==> src/sv/gfad_pkg.sv <==
package gfad_pkg;

  localparam int unsigned AddrW = 19;
  localparam int unsigned LenW  = 6;
  localparam int unsigned ColW  = 10;
  localparam int unsigned ByteW = 8;

  localparam logic [ByteW-1:0] EscCode   = 8'h1B;
  localparam logic [ByteW-1:0] LeadMin   = 8'hA1;
  localparam logic [ByteW-1:0] LeadMid   = 8'hB0;
  localparam logic [ByteW-1:0] LeadHigh  = 8'hCA;
  localparam logic [ByteW-1:0] AsciiBase = 8'h20;

  localparam logic [AddrW-1:0] RowStride = 19'd3008;
  localparam logic [AddrW-1:0] BaseLow   = 19'd3008;
  localparam logic [AddrW-1:0] BaseMid   = 19'd39104;
  localparam logic [AddrW-1:0] BaseHigh  = 19'd114304;

  localparam logic [LenW-1:0] LenSingle = 6'd16;
  localparam logic [LenW-1:0] LenDouble = 6'd32;

  localparam logic [ColW-1:0] ColMax     = 10'd1023;
  localparam logic [ColW:0]   StepNarrow = 11'd8;
  localparam logic [ColW:0]   StepWide   = 11'd16;

  typedef struct packed {
    logic             escape_pending;
    logic             lead_pending;
    logic [ByteW-1:0] lead_byte;
    logic [ByteW-1:0] current_color;
    logic [ColW-1:0]  column_position;
  } state_t;

  typedef struct packed {
    logic [AddrW-1:0] flash_address;
    logic [LenW-1:0]  read_length;
    logic [ColW-1:0]  glyph_column;
    logic [ByteW-1:0] glyph_color;
    logic             error_status;
  } result_t;

  typedef struct packed {
    logic             valid;
    logic [ByteW-1:0] text_byte;
    logic             line_start;
  } request_t;

endpackage

==> src/sv/gfad_in_stage.sv <==
module gfad_in_stage
  import gfad_pkg::*;
(
  input  logic             clk_i,
  input  logic             rst_ni,
  input  logic             in_valid_i,
  input  logic [ByteW-1:0] text_byte_i,
  input  logic             line_start_i,
  output logic             in_stall_o,
  input  logic             consume_i,
  output request_t         req_o
);

  logic             valid_q;
  logic [ByteW-1:0] byte_q;
  logic             ls_q;

  assign in_stall_o = valid_q & ~consume_i;

  always_ff @(posedge clk_i or negedge rst_ni) begin
    if (!rst_ni) begin
      valid_q <= 1'b0;
    end else if (!in_stall_o) begin
      valid_q <= in_valid_i;
    end
  end

  always_ff @(posedge clk_i) begin
    if (in_valid_i && !in_stall_o) begin
      byte_q <= text_byte_i;
      ls_q   <= line_start_i;
    end
  end

  assign req_o = '{valid: valid_q, text_byte: byte_q, line_start: ls_q};

endmodule

==> src/sv/gfad_decode.sv <==
module gfad_decode
  import gfad_pkg::*;
(
  input  state_t           state_i,
  input  logic             wide_i,
  input  logic [ByteW-1:0] text_byte_i,
  input  logic             line_start_i,
  output state_t           state_o,
  output logic             emit_o,
  output result_t          result_o
);

  state_t           s;
  logic [ByteW-1:0] lead_off;
  logic [AddrW-1:0] base;
  logic [AddrW-1:0] row_addr;
  logic [AddrW-1:0] trail_addr;
  logic [ColW:0]    step;
  logic [ColW:0]    col_sum;
  logic             advance;

  always_comb begin
    s = state_i;
    if (line_start_i) begin
      s.column_position = '0;
      s.escape_pending  = 1'b0;
      s.lead_pending    = 1'b0;
    end

    if (s.lead_byte < LeadMid) begin
      lead_off = s.lead_byte - LeadMin;
      base     = BaseLow;
    end else if (s.lead_byte < LeadHigh) begin
      lead_off = s.lead_byte - LeadMid;
      base     = BaseMid;
    end else begin
      lead_off = s.lead_byte - LeadHigh;
      base     = BaseHigh;
    end
    row_addr   = AddrW'(lead_off) * RowStride + base;
    trail_addr = AddrW'(text_byte_i - LeadMin) << 5;

    state_o  = s;
    emit_o   = 1'b0;
    advance  = 1'b0;
    step     = StepWide;
    result_o = '{flash_address: '0, read_length: LenDouble,
                 glyph_column: s.column_position, glyph_color: s.current_color,
                 error_status: 1'b0};

    if (s.escape_pending) begin
      state_o.current_color  = text_byte_i;
      state_o.escape_pending = 1'b0;
    end else if (s.lead_pending) begin
      state_o.lead_pending = 1'b0;
      emit_o               = 1'b1;
      if (text_byte_i < LeadMin) begin
        result_o.error_status = 1'b1;
      end else begin
        result_o.flash_address = row_addr + trail_addr;
        advance                = 1'b1;
      end
    end else if (text_byte_i == EscCode) begin
      state_o.escape_pending = 1'b1;
    end else if (text_byte_i < AsciiBase) begin
      emit_o = 1'b0;
    end else if (text_byte_i < LeadMin) begin
      emit_o                 = 1'b1;
      advance                = 1'b1;
      step                   = wide_i ? StepWide : StepNarrow;
      result_o.read_length   = LenSingle;
      result_o.flash_address = AddrW'(text_byte_i - AsciiBase) << 4;
    end else begin
      state_o.lead_byte    = text_byte_i;
      state_o.lead_pending = 1'b1;
    end

    col_sum = {1'b0, s.column_position} + step;
    if (advance) begin
      state_o.column_position = col_sum[ColW] ? ColMax : col_sum[ColW-1:0];
    end
  end

endmodule

==> src/sv/glyph_font_address_decoder.sv <==
// a request is registered in the input stage, and its result then in the result register
// throughput: one text byte per cycle while the result port is not stalled, set by the single decode stage
// bytes that give no glyph (escape, colour, lead, control) produce no result
// reset clears the state, the wide mode bit and both valid flags
module glyph_font_address_decoder
  import gfad_pkg::*;
(
  input  logic             clk_i,
  input  logic             rst_ni,
  input  logic             wide_ascii_we_i,
  input  logic             wide_ascii_i,
  input  logic             in_valid_i,
  output logic             in_stall_o,
  input  logic [ByteW-1:0] text_byte_i,
  input  logic             line_start_i,
  output logic             out_valid_o,
  input  logic             out_stall_i,
  output logic [AddrW-1:0] flash_address_o,
  output logic [LenW-1:0]  read_length_o,
  output logic [ColW-1:0]  glyph_column_o,
  output logic [ByteW-1:0] glyph_color_o,
  output logic             error_status_o
);

  request_t req;
  state_t   state_q, state_d;
  result_t  result_q, result_d;
  logic     out_valid_q;
  logic     wide_q;
  logic     emit;
  logic     go;

  assign go = req.valid & (~out_valid_q | ~out_stall_i);

  gfad_in_stage u_in_stage (
    .clk_i       (clk_i),
    .rst_ni      (rst_ni),
    .in_valid_i  (in_valid_i),
    .text_byte_i (text_byte_i),
    .line_start_i(line_start_i),
    .in_stall_o  (in_stall_o),
    .consume_i   (go),
    .req_o       (req)
  );

  gfad_decode u_decode (
    .state_i     (state_q),
    .wide_i      (wide_q),
    .text_byte_i (req.text_byte),
    .line_start_i(req.line_start),
    .state_o     (state_d),
    .emit_o      (emit),
    .result_o    (result_d)
  );

  always_ff @(posedge clk_i or negedge rst_ni) begin
    if (!rst_ni) begin
      wide_q <= 1'b0;
    end else if (wide_ascii_we_i) begin
      wide_q <= wide_ascii_i;
    end
  end

  always_ff @(posedge clk_i or negedge rst_ni) begin
    if (!rst_ni) begin
      state_q     <= '0;
      out_valid_q <= 1'b0;
    end else begin
      if (go) begin
        state_q <= state_d;
      end
      if (go) begin
        out_valid_q <= emit;
      end else if (!out_stall_i) begin
        out_valid_q <= 1'b0;
      end
    end
  end

  always_ff @(posedge clk_i) begin
    if (go && emit) begin
      result_q <= result_d;
    end
  end

  assign out_valid_o     = out_valid_q;
  assign flash_address_o = result_q.flash_address;
  assign read_length_o   = result_q.read_length;
  assign glyph_column_o  = result_q.glyph_column;
  assign glyph_color_o   = result_q.glyph_color;
  assign error_status_o  = result_q.error_status;

  a_no_dual_pending : assert property (@(posedge clk_i) disable iff (!rst_ni)
    !(state_q.escape_pending && state_q.lead_pending))
    else $error("escape and lead pending together");

  a_error_shape : assert property (@(posedge clk_i) disable iff (!rst_ni)
    out_valid_q && result_q.error_status |->
      result_q.flash_address == '0 && result_q.read_length == LenDouble)
    else $error("bad trail result malformed");

  a_len_legal : assert property (@(posedge clk_i) disable iff (!rst_ni)
    out_valid_q |-> result_q.read_length == LenSingle ||
                    result_q.read_length == LenDouble)
    else $error("illegal read length");

  a_col_mono : assert property (@(posedge clk_i) disable iff (!rst_ni)
    go && !req.line_start |=> state_q.column_position >= $past(state_q.column_position))
    else $error("column moved backwards");

  a_stall_cause : assert property (@(posedge clk_i) disable iff (!rst_ni)
    in_stall_o |-> req.valid && out_valid_q && out_stall_i)
    else $error("input stalled without a blocked result");

endmodule

==> config.mk <==
export PLATFORM = sky130hd
export DESIGN_NAME = glyph_font_address_decoder
export DESIGN_NICKNAME = d
export VERILOG_FILES = /design/src/sv/gfad_pkg.sv /design/src/sv/gfad_in_stage.sv /design/src/sv/gfad_decode.sv /design/src/sv/glyph_font_address_decoder.sv
export SDC_FILE = /design/constraint.sdc
export NUM_CORES = 1
export LEC_CHECK = 0
export BUFFER_PORTS_ARGS = -buffer_cell sky130_fd_sc_hd__buf_2
export CAP_MARGIN = 25
export CELL_PAD_IN_SITES_DETAIL_PLACEMENT = 1
export CELL_PAD_IN_SITES_GLOBAL_PLACEMENT = 1
export CORE_ASPECT_RATIO = 1.25
export CORE_MARGIN = 2
export CORE_UTILIZATION = 42
export CTS_BUF_LIST = sky130_fd_sc_hd__clkbuf_8 sky130_fd_sc_hd__clkbuf_16
export CTS_CLUSTER_SIZE = 12
export DETAILED_ROUTE_END_ITERATION = 8
export GPL_ROUTABILITY_DRIVEN = 0
export GPL_TIMING_DRIVEN = 0
export HOLD_SLACK_MARGIN = 0.08
export PLACE_DENSITY = 0.83
export SYNTH_ARGS = -nofsm -noshare
export SYNTH_HDL_FRONTEND = slang
export SYNTH_SLANG_ARGS = --single-unit
==> constraint.sdc <==
create_clock -name clk_i -period 6.1 [get_ports clk_i]
set_input_delay 0.61 -clock clk_i [delete_from_list [all_inputs] [get_ports clk_i]]
set_output_delay 0.61 -clock clk_i [all_outputs]
set_load 0.01 [all_outputs]
==> metrics.txt, run 1 <==
# TYPE chip_impl_metric gauge
chip_impl_info{name="path_common_cell",value="sky130_fd_sc_hd__fa_1"} 1
chip_impl_metric{name="ys_seq_elements",unit=""} 76
chip_impl_metric{name="drtIter0Drc",unit=""} 189
chip_impl_metric{name="gr-total-overflow",unit=""} 0
chip_impl_metric{name="detailed_place_hpwl",unit="mm"} 10.48
chip_impl_metric{name="diodes",unit=""} 0
chip_impl_metric{name="final.setup_skew",unit="ns"} 0.009343
chip_impl_info{name="grt_setup_unrepaired",value="yes"} 1
chip_impl_metric{name="tritoncts.num_buffers",unit=""} 9
chip_impl_metric{name="cp.arrival",unit="ns"} 6.37
chip_impl_metric{name="postLayoutCellArea",unit="um^2"} 7041
chip_impl_metric{name="wire_length_of_the_first_global_routing_pass",unit="mm"} 23.60
chip_impl_metric{name="netlist-cell-type-count",unit=""} 67
chip_impl_info{name="cts.root.buffer_cell",value="sky130_fd_sc_hd__clkbuf_16"} 1
chip_impl_metric{name="netlist_instances",unit=""} 538
chip_impl_metric{name="path_max_fanout",unit=""} 4
chip_impl_metric{name="synth_enable_flop_cells",unit=""} 45
chip_impl_metric{name="design.final.nets",unit=""} 738
chip_impl_metric{name="finalSetupViolCount",unit=""} 2
chip_impl_metric{name="htreeDepth",unit=""} 3
chip_impl_metric{name="final_max_slew_viol_count",unit=""} 0
chip_impl_metric{name="dieWidth",unit="um"} 106.8
chip_impl_metric{name="grt_max_degree",unit=""} 32
chip_impl_metric{name="floorplan.die.height",unit="um"} 132.5
chip_impl_info{name="dominantRegCellSynth",value="sky130_fd_sc_hd__edfxtp_1"} 1
chip_impl_metric{name="drt-pass1-iter-count",unit=""} 4
chip_impl_info{name="cell_class_contributing_the_biggest_share_of_worst_path_delay",value="adder cells"} 1
chip_impl_info{name="worstSetupStartpointType",value="flip-flop"} 1
chip_impl_metric{name="dr_total_vias",unit=""} 4498
chip_impl_metric{name="fmaxAchievable",unit="GHz"} 0.1589
chip_impl_metric{name="pre_cts_slack",unit="ns"} -0.6747
chip_impl_metric{name="postLayoutSetupSlackWorst",unit="ns"} -0.1937
chip_impl_metric{name="timing.slew.headroom",unit="%"} 36.32
chip_impl_info{name="cp-end-kind",value="flip-flop"} 1
chip_impl_metric{name="post_drt_via_cell_ratio",unit=""} 5.526
chip_impl_metric{name="worstSkewPairLatency",unit="ns"} 0.34
chip_impl_metric{name="routed_wire_length_per_instance",unit="um"} 19.37
chip_impl_info{name="worst-setup-path-type",value="flip-flop to flip-flop"} 1
chip_impl_metric{name="floorplan.die_area",unit="um^2"} 14160
chip_impl_info{name="cts_tree",value="built"} 1
chip_impl_metric{name="start_util",unit="%"} 43.44
chip_impl_metric{name="io_pins",unit=""} 61
chip_impl_metric{name="postLayoutCoreUtil",unit="%"} 55.10
chip_impl_metric{name="layout-drive-gt1-share",unit="%"} 31.27
chip_impl_metric{name="drt_antenna_net_count",unit=""} 0
chip_impl_metric{name="port_buffers",unit=""} 52
chip_impl_metric{name="clock_tree.buffer_depth",unit=""} 2
chip_impl_metric{name="crit_required",unit="ns"} 6.17
chip_impl_metric{name="wl",unit="mm"} 15.77
chip_impl_metric{name="antenna_violations_before_repair",unit=""} 0
chip_impl_metric{name="timing.final.crit_share",unit="%"} 103.2
chip_impl_info{name="timing.rr.start",value="state_q[22]"} 1
chip_impl_metric{name="coreArea",unit="um^2"} 12780
chip_impl_metric{name="max_cap_violations",unit=""} 0
chip_impl_info{name="crit_path_top_delay_cell",value="sky130_fd_sc_hd__fa_1"} 1
chip_impl_metric{name="synthesis.area",unit="um^2"} 5550
chip_impl_info{name="min_path_type",value="primary input to asynchronous set/reset pin"} 1
chip_impl_metric{name="worst_setup_hold_path_clk_slew",unit="ns"} 0.07
chip_impl_metric{name="finalHoldWorstSlack",unit="ns"} 0.3326
chip_impl_metric{name="flow.area_growth_from_synthesis",unit="%"} 26.85
chip_impl_metric{name="drc_errors",unit=""} 0
chip_impl_metric{name="cts_num_sinks",unit=""} 76
chip_impl_metric{name="cts_hold_buffers",unit=""} 0
chip_impl_metric{name="gr-usage-all-layers",unit="%"} 21.15
chip_impl_metric{name="postPlaceCellArea",unit="um^2"} 6086
chip_impl_metric{name="rows",unit=""} 46
chip_impl_metric{name="postSynth.asyncResetShare",unit="%"} 40.79
chip_impl_metric{name="slowest_delay",unit="ns"} 0.55
chip_impl_info{name="failing_checks",value="setup timing"} 1
chip_impl_metric{name="seq_area_frac_synth",unit="%"} 38.32
chip_impl_info{name="crit_start",value="state_q[22]"} 1
chip_impl_metric{name="vias_in_the_first_global_route",unit=""} 4805
chip_impl_metric{name="synth_warnings",unit=""} 0
chip_impl_info{name="run_status",value="complete, but fails checks"} 1
chip_impl_metric{name="period_minus_slack",unit="ns"} 6.294
chip_impl_metric{name="worst_pin_slew",unit="ns"} 0.9522
chip_impl_metric{name="post_synth.cell_area_avg",unit="um^2"} 10.32
chip_impl_metric{name="final_hold_viol_count",unit=""} 0
chip_impl_metric{name="critPathBufInv",unit=""} 6
timing repair:
item | 4_1_cts | 5_1_grt
endpoints found under the hold margin | 0 | 0
setup buffers | 17 | 15
pin swaps | 34 | 31
resized for setup | 64 | 37
setup endpoints to repair | 6 | 5
registers in the layout, summed over array words and instances, names as in the netlist:
register	flops
u_in_stage.ls_q	1
glyph_color_o	8
state_q	28
out_valid_o	1
read_length_o	2
flash_address_o	15
error_status_o	1
u_in_stage.byte_q	8
glyph_column_o	10
u_in_stage.valid_q	1
wide_q	1
cell usage in the layout, fill, tap and decap left out, types with 9 or more instances in the layout:
master and instances:
sky130_fd_sc_hd__edfxtp_1 45, sky130_fd_sc_hd__clkbuf_16 9, sky130_fd_sc_hd__nand2_1 34, sky130_fd_sc_hd__buf_2 55, sky130_fd_sc_hd__buf_4 38, sky130_fd_sc_hd__nor2b_1 11, sky130_fd_sc_hd__dfrtp_1 29, sky130_fd_sc_hd__ha_4 13
sky130_fd_sc_hd__ha_1 38, sky130_fd_sc_hd__nor2_1 21, sky130_fd_sc_hd__inv_1 58, sky130_fd_sc_hd__a21oi_1 21, sky130_fd_sc_hd__fa_1 24, sky130_fd_sc_hd__inv_2 11, sky130_fd_sc_hd__o21ai_0 22, sky130_fd_sc_hd__xnor2_1 18
final cells by class:
type | count | area, um^2
multi-input combinational | 372 | 3450
timing repair buffer | 85 | 523.0
clock inverter | 7 | 51.30
buffer | 23 | 148.9
inverter | 74 | 302.8
sequential | 76 | 2130
clock buffer | 9 | 225.2
tap | 168 | 210.2
fill | 1408 | 5737
worst reg2reg max path, cell delays in order, from the launching register on:
cell	delay, ns
sky130_fd_sc_hd__dfrtp_1	0.40
sky130_fd_sc_hd__buf_6	0.13
sky130_fd_sc_hd__inv_4	0.04
sky130_fd_sc_hd__ha_4	0.14
sky130_fd_sc_hd__o211ai_1	0.11
sky130_fd_sc_hd__nand2_1	0.13
sky130_fd_sc_hd__and3_4	0.25
sky130_fd_sc_hd__buf_6	0.14
sky130_fd_sc_hd__a221oi_4	0.25
sky130_fd_sc_hd__o22a_1	0.23
sky130_fd_sc_hd__fa_1	0.44
sky130_fd_sc_hd__fa_1	0.53
sky130_fd_sc_hd__inv_2	0.05
sky130_fd_sc_hd__fa_1	0.55
sky130_fd_sc_hd__inv_2	0.05
sky130_fd_sc_hd__ha_4	0.15
sky130_fd_sc_hd__or4_4	0.49
sky130_fd_sc_hd__o21ai_4	0.17
sky130_fd_sc_hd__xor2_2	0.17
sky130_fd_sc_hd__fa_1	0.44
sky130_fd_sc_hd__inv_2	0.08
sky130_fd_sc_hd__ha_4	0.19
sky130_fd_sc_hd__or3_1	0.31
sky130_fd_sc_hd__o21ai_1	0.09
sky130_fd_sc_hd__a31oi_1	0.07
sky130_fd_sc_hd__xnor2_1	0.15
sky130_fd_sc_hd__xnor2_1	0.20
sky130_fd_sc_hd__o21ai_1	0.08
final timing paths:
path	end	slack [ns]	depth (start not counted)
setup / recovery	flash_address_o[18]	-0.19	27
hold reg to reg	glyph_color_o[6]	0.45	0
setup reg to reg	flash_address_o[18]	-0.19	27
max in group asynchronous	state_q[19]	5.23	1
hold / removal	state_q[14]	0.33	1
min in group clk_i	u_in_stage.byte_q[3]	0.44	1
per-layer routing:
layer	track usage, %	part of all wire [%]
met5	0	0
met1	22.17	37
met3	3.054	3.1
met4	9.307	4.3
met2	40.91	56
kinds of logic after synthesis:
kind of cell,Yosys count,synth area share (%)
flip-flops,76,38.32
adder cells (fa/ha/maj),82,21.87
AND/OR/NAND/NOR,120,11.47
other,1,0.06756
multiplexers,8,1.601
buffers and inverters,97,7.349
XOR/XNOR,32,5.050
AO/OA/AOI/OAI,122,14.27
cell usage after synthesis, drive strengths merged (2+ instances only):
library cell  number  area, um^2
a211oi             2       15.01
a21boi             2       18.77
a21o               8       60.06
a21oi             27       135.1
a22o               5       43.79
a2bb2oi            2       17.52
a31oi              4       25.02
a32oi              2       17.52
and2               5       33.79
and3               4       25.02
buf               15       100.1
clkbuf             8       30.03
clkinv             2       7.510
dfrtp             31       775.7
edfxtp            45        1351
fa                25       500.5
ha                57       713.2
inv               72       270.3
mux2               7       78.83
nand2             35       131.4
nand2b             7       43.79
nand3              7       35.03
nand4              3       18.77
nor2              24       92.59
nor2b             13       81.33
nor3               9       72.57
nor3b              2       15.01
nor4               2       12.51
o211ai             5       42.54
o21a               9       68.82
o21ai             33       168.9
o21bai             2       15.01
o22a               4       35.03
o22ai              8       50.05
or2                2       15.02
or4                3       22.52
xnor2             21       183.9
xor2              11       96.34
through the flow:
step	setup TNS [ns]	instances
final	-0.2066	814
after global routing	-1.112	814
after CTS	-0.1498	799
after detailed placement	-1.817	766
after global placement	-1.392	765
after floorplan	0	545
Power of run 1 is left out: the tool's default activity adds up to more than one toggle a clock period on the data nets, which glitch-free logic cannot reach.
==> run 2: changes to the inputs <==
--- a/config.mk
+++ b/config.mk
@@ -11,14 +11,15 @@
 export CELL_PAD_IN_SITES_GLOBAL_PLACEMENT = 1
 export CORE_ASPECT_RATIO = 1.25
 export CORE_MARGIN = 2
-export CORE_UTILIZATION = 42
+export CORE_UTILIZATION = 40
 export CTS_BUF_LIST = sky130_fd_sc_hd__clkbuf_8 sky130_fd_sc_hd__clkbuf_16
 export CTS_CLUSTER_SIZE = 12
 export DETAILED_ROUTE_END_ITERATION = 8
 export GPL_ROUTABILITY_DRIVEN = 0
 export GPL_TIMING_DRIVEN = 0
 export HOLD_SLACK_MARGIN = 0.08
-export PLACE_DENSITY = 0.83
+export PLACE_DENSITY = 0.8
+export RECOVER_POWER = 25
 export SYNTH_ARGS = -nofsm -noshare
 export SYNTH_HDL_FRONTEND = slang
 export SYNTH_SLANG_ARGS = --single-unit
==> run 2 against run 1 <==
Effect of this change: the run ends with capacitance limit, slew limit, setup timing left; sequential share of layout area rose by 0.12 points; critical endpoint unchanged; sequential cell count did not move; via count fell by 2.4%; non-clock buffer count fell by 9; register-to-register slack barely moved.
==> metrics.txt, run 2 (synthesis gave the netlist of run 1 again) <==
# TYPE chip_impl_metric gauge
chip_impl_info{name="path_common_cell",value="sky130_fd_sc_hd__ha_4"} 1
chip_impl_metric{name="final_max_slew_viol_count",unit=""} 32
chip_impl_metric{name="routed_wire_length_per_instance",unit="um"} 19.57
chip_impl_metric{name="drt_antenna_net_count",unit=""} 0
chip_impl_metric{name="diodes",unit=""} 0
chip_impl_info{name="cts.root.buffer_cell",value="sky130_fd_sc_hd__clkbuf_16"} 1
chip_impl_metric{name="timing.slew.headroom",unit="%"} -17.18
chip_impl_metric{name="largest_register_ffs",unit=""} 28
chip_impl_metric{name="wire_length_of_the_first_global_routing_pass",unit="mm"} 24.76
chip_impl_metric{name="clock_tree.buffer_depth",unit=""} 2
chip_impl_metric{name="max_cap_violations",unit=""} 1
chip_impl_info{name="max_flop_register",value="state_q"} 1
chip_impl_metric{name="drc_errors",unit=""} 0
chip_impl_metric{name="detailed_place_hpwl",unit="mm"} 10.78
chip_impl_metric{name="port_buffers",unit=""} 52
chip_impl_metric{name="timing.final.crit_share",unit="%"} 103.0
chip_impl_metric{name="drt-pass1-iter-count",unit=""} 4
chip_impl_info{name="crit_path_top_delay_cell",value="sky130_fd_sc_hd__fa_1"} 1
chip_impl_metric{name="coreArea",unit="um^2"} 13690
chip_impl_metric{name="critPathBufInv",unit=""} 6
chip_impl_metric{name="drtIter0Drc",unit=""} 203
chip_impl_info{name="cts_tree",value="built"} 1
chip_impl_metric{name="tritoncts.num_buffers",unit=""} 9
chip_impl_info{name="failing_checks",value="capacitance limit, slew limit, setup timing"} 1
chip_impl_metric{name="slowest_delay",unit="ns"} 0.54
chip_impl_metric{name="worst_setup_hold_path_clk_slew",unit="ns"} 0.06
chip_impl_metric{name="htreeDepth",unit=""} 3
chip_impl_metric{name="post_drt_via_cell_ratio",unit=""} 5.406
chip_impl_metric{name="gr-total-overflow",unit=""} 0
chip_impl_metric{name="final_hold_viol_count",unit=""} 0
chip_impl_metric{name="dr_total_vias",unit=""} 4390
chip_impl_metric{name="design.final.nets",unit=""} 729
chip_impl_metric{name="start_util",unit="%"} 40.53
chip_impl_metric{name="vias_in_the_first_global_route",unit=""} 4758
chip_impl_metric{name="wl",unit="mm"} 15.89
chip_impl_metric{name="floorplan.die_area",unit="um^2"} 14840
chip_impl_metric{name="dieWidth",unit="um"} 109.4
chip_impl_metric{name="fmaxAchievable",unit="GHz"} 0.1591
chip_impl_metric{name="cp.arrival",unit="ns"} 6.36
chip_impl_info{name="run_status",value="complete, but fails checks"} 1
chip_impl_metric{name="gr-usage-all-layers",unit="%"} 21.85
chip_impl_metric{name="layout-drive-gt1-share",unit="%"} 29.36
chip_impl_metric{name="rows",unit=""} 48
chip_impl_metric{name="path_max_fanout",unit=""} 5
chip_impl_metric{name="cts_num_sinks",unit=""} 76
chip_impl_metric{name="grt_max_degree",unit=""} 32
chip_impl_info{name="cell_class_contributing_the_biggest_share_of_worst_path_delay",value="adder cells"} 1
chip_impl_metric{name="worstSkewPairLatency",unit="ns"} 0.34
chip_impl_info{name="highest_count_cells_in_the_layout_ignoring_fill_and_taps",value="sky130_fd_sc_hd__inv_1, sky130_fd_sc_hd__buf_2, sky130_fd_sc_hd__edfxtp_1"} 1
chip_impl_metric{name="flow.area_growth_from_synthesis",unit="%"} 26.33
chip_impl_info{name="worstSetupStartpointType",value="flip-flop"} 1
chip_impl_metric{name="period_minus_slack",unit="ns"} 6.286
chip_impl_metric{name="postLayoutCoreUtil",unit="%"} 51.21
chip_impl_metric{name="postLayoutSetupSlackWorst",unit="ns"} -0.1856
chip_impl_info{name="worst-setup-path-type",value="flip-flop to flip-flop"} 1
chip_impl_metric{name="floorplan.die.height",unit="um"} 135.7
chip_impl_info{name="layout.cells.most_common",value="sky130_fd_sc_hd__inv_1"} 1
chip_impl_metric{name="crit_required",unit="ns"} 6.18
chip_impl_info{name="grt_setup_unrepaired",value="yes"} 1
chip_impl_info{name="cp-end-kind",value="flip-flop"} 1
chip_impl_metric{name="worst_pin_slew",unit="ns"} 1.758
chip_impl_metric{name="final.setup_skew",unit="ns"} 0.007056
chip_impl_metric{name="io_pins",unit=""} 61
chip_impl_info{name="min_path_type",value="primary input to flip-flop"} 1
chip_impl_metric{name="finalSetupViolCount",unit=""} 3
chip_impl_metric{name="cts_hold_buffers",unit=""} 0
chip_impl_metric{name="antenna_violations_before_repair",unit=""} 0
## run 2: cell count changes in the layout (fill, tap and decap cells not counted), moves of 3 or more
cell | previous run | this run
sky130_fd_sc_hd__buf_4 | 38 | 30
sky130_fd_sc_hd__inv_1 | 58 | 63
sky130_fd_sc_hd__inv_2 | 11 | 7
sky130_fd_sc_hd__o21ai_0 | 22 | 25
## run 2: layout make-up
| class | count | area, um^2 |
|---|---|---|
| Multi-Input combinational cell | 372 | 3470 |
| Fill cell | 1494 | 6681 |
| Inverter | 74 | 295.3 |
| Clock inverter | 7 | 75.07 |
| Sequential cell | 76 | 2130 |
| Tap cell | 175 | 219.0 |
| Clock buffer | 9 | 225.2 |
| Timing Repair Buffer | 76 | 449.2 |
| Buffer | 23 | 148.9 |
## run 2: worst reg2reg max path, delay by kind of cell, from the launching register on
family	cells	cell delay (ns)
fa+ha+maj	7	2.09
compound gates	8	1.07
simple gates	5	0.98
xor+xnor	5	0.83
buf+inv	6	0.60
flops	1	0.44
## run 2: repair_timing
item | CTS | global route
endpoints found under the setup margin | 6 | 6
buffers inserted | 18 | 5
gates resized for setup | 70 | 24
pin swaps | 35 | 26
## run 2: routing by layer
| layer | GRT usage (%) | wire length [um] | vias to the layer above |
|---|---|---|---|
| met5 | 0 | 0 | - |
| met4 | 8.650 | 548 | 0 |
| met3 | 2.261 | 391 | 37 |
| met2 | 43.38 | 9145 | 91 |
| met1 | 22.71 | 5801 | 2224 |
| li1 | - | - | 2038 |
## run 2: path summary, 6_finish.rpt
path / cells past startpoint / from / to / slack [ns]
max in group asynchronous: 1 / rst_ni / state_q[23] / 4.23
worst max-delay path: 31 / state_q[23] / flash_address_o[18] / -0.19
min in group asynchronous: 1 / rst_ni / u_in_stage.valid_q / 0.73
worst max register to register: 31 / state_q[23] / flash_address_o[18] / -0.19
worst min-delay path: 1 / text_byte_i[2] / u_in_stage.byte_q[2] / 0.44
worst min register to register: 0 / state_q[13] / glyph_color_o[3] / 0.45
## run 2: stage by stage
stage,cell area [um^2],hold slack [ns],std cells,worst slack (ns),TNS (ns)
5_1_grt,7012,0.4371,812,-0.4067,-1.202
6_report,7012,0.4417,812,-0.1856,-0.4454
2_1_floorplan,5588,0.3144,545,0.04206,0
3_5_place_dp,6095,0.4401,773,-0.7105,-2.115
4_1_cts,6842,0.3485,807,-0.08650,-0.08650
3_3_place_gp,6067,0.4311,772,-0.5628,-1.378
Power of run 2 is left out for the same reason.
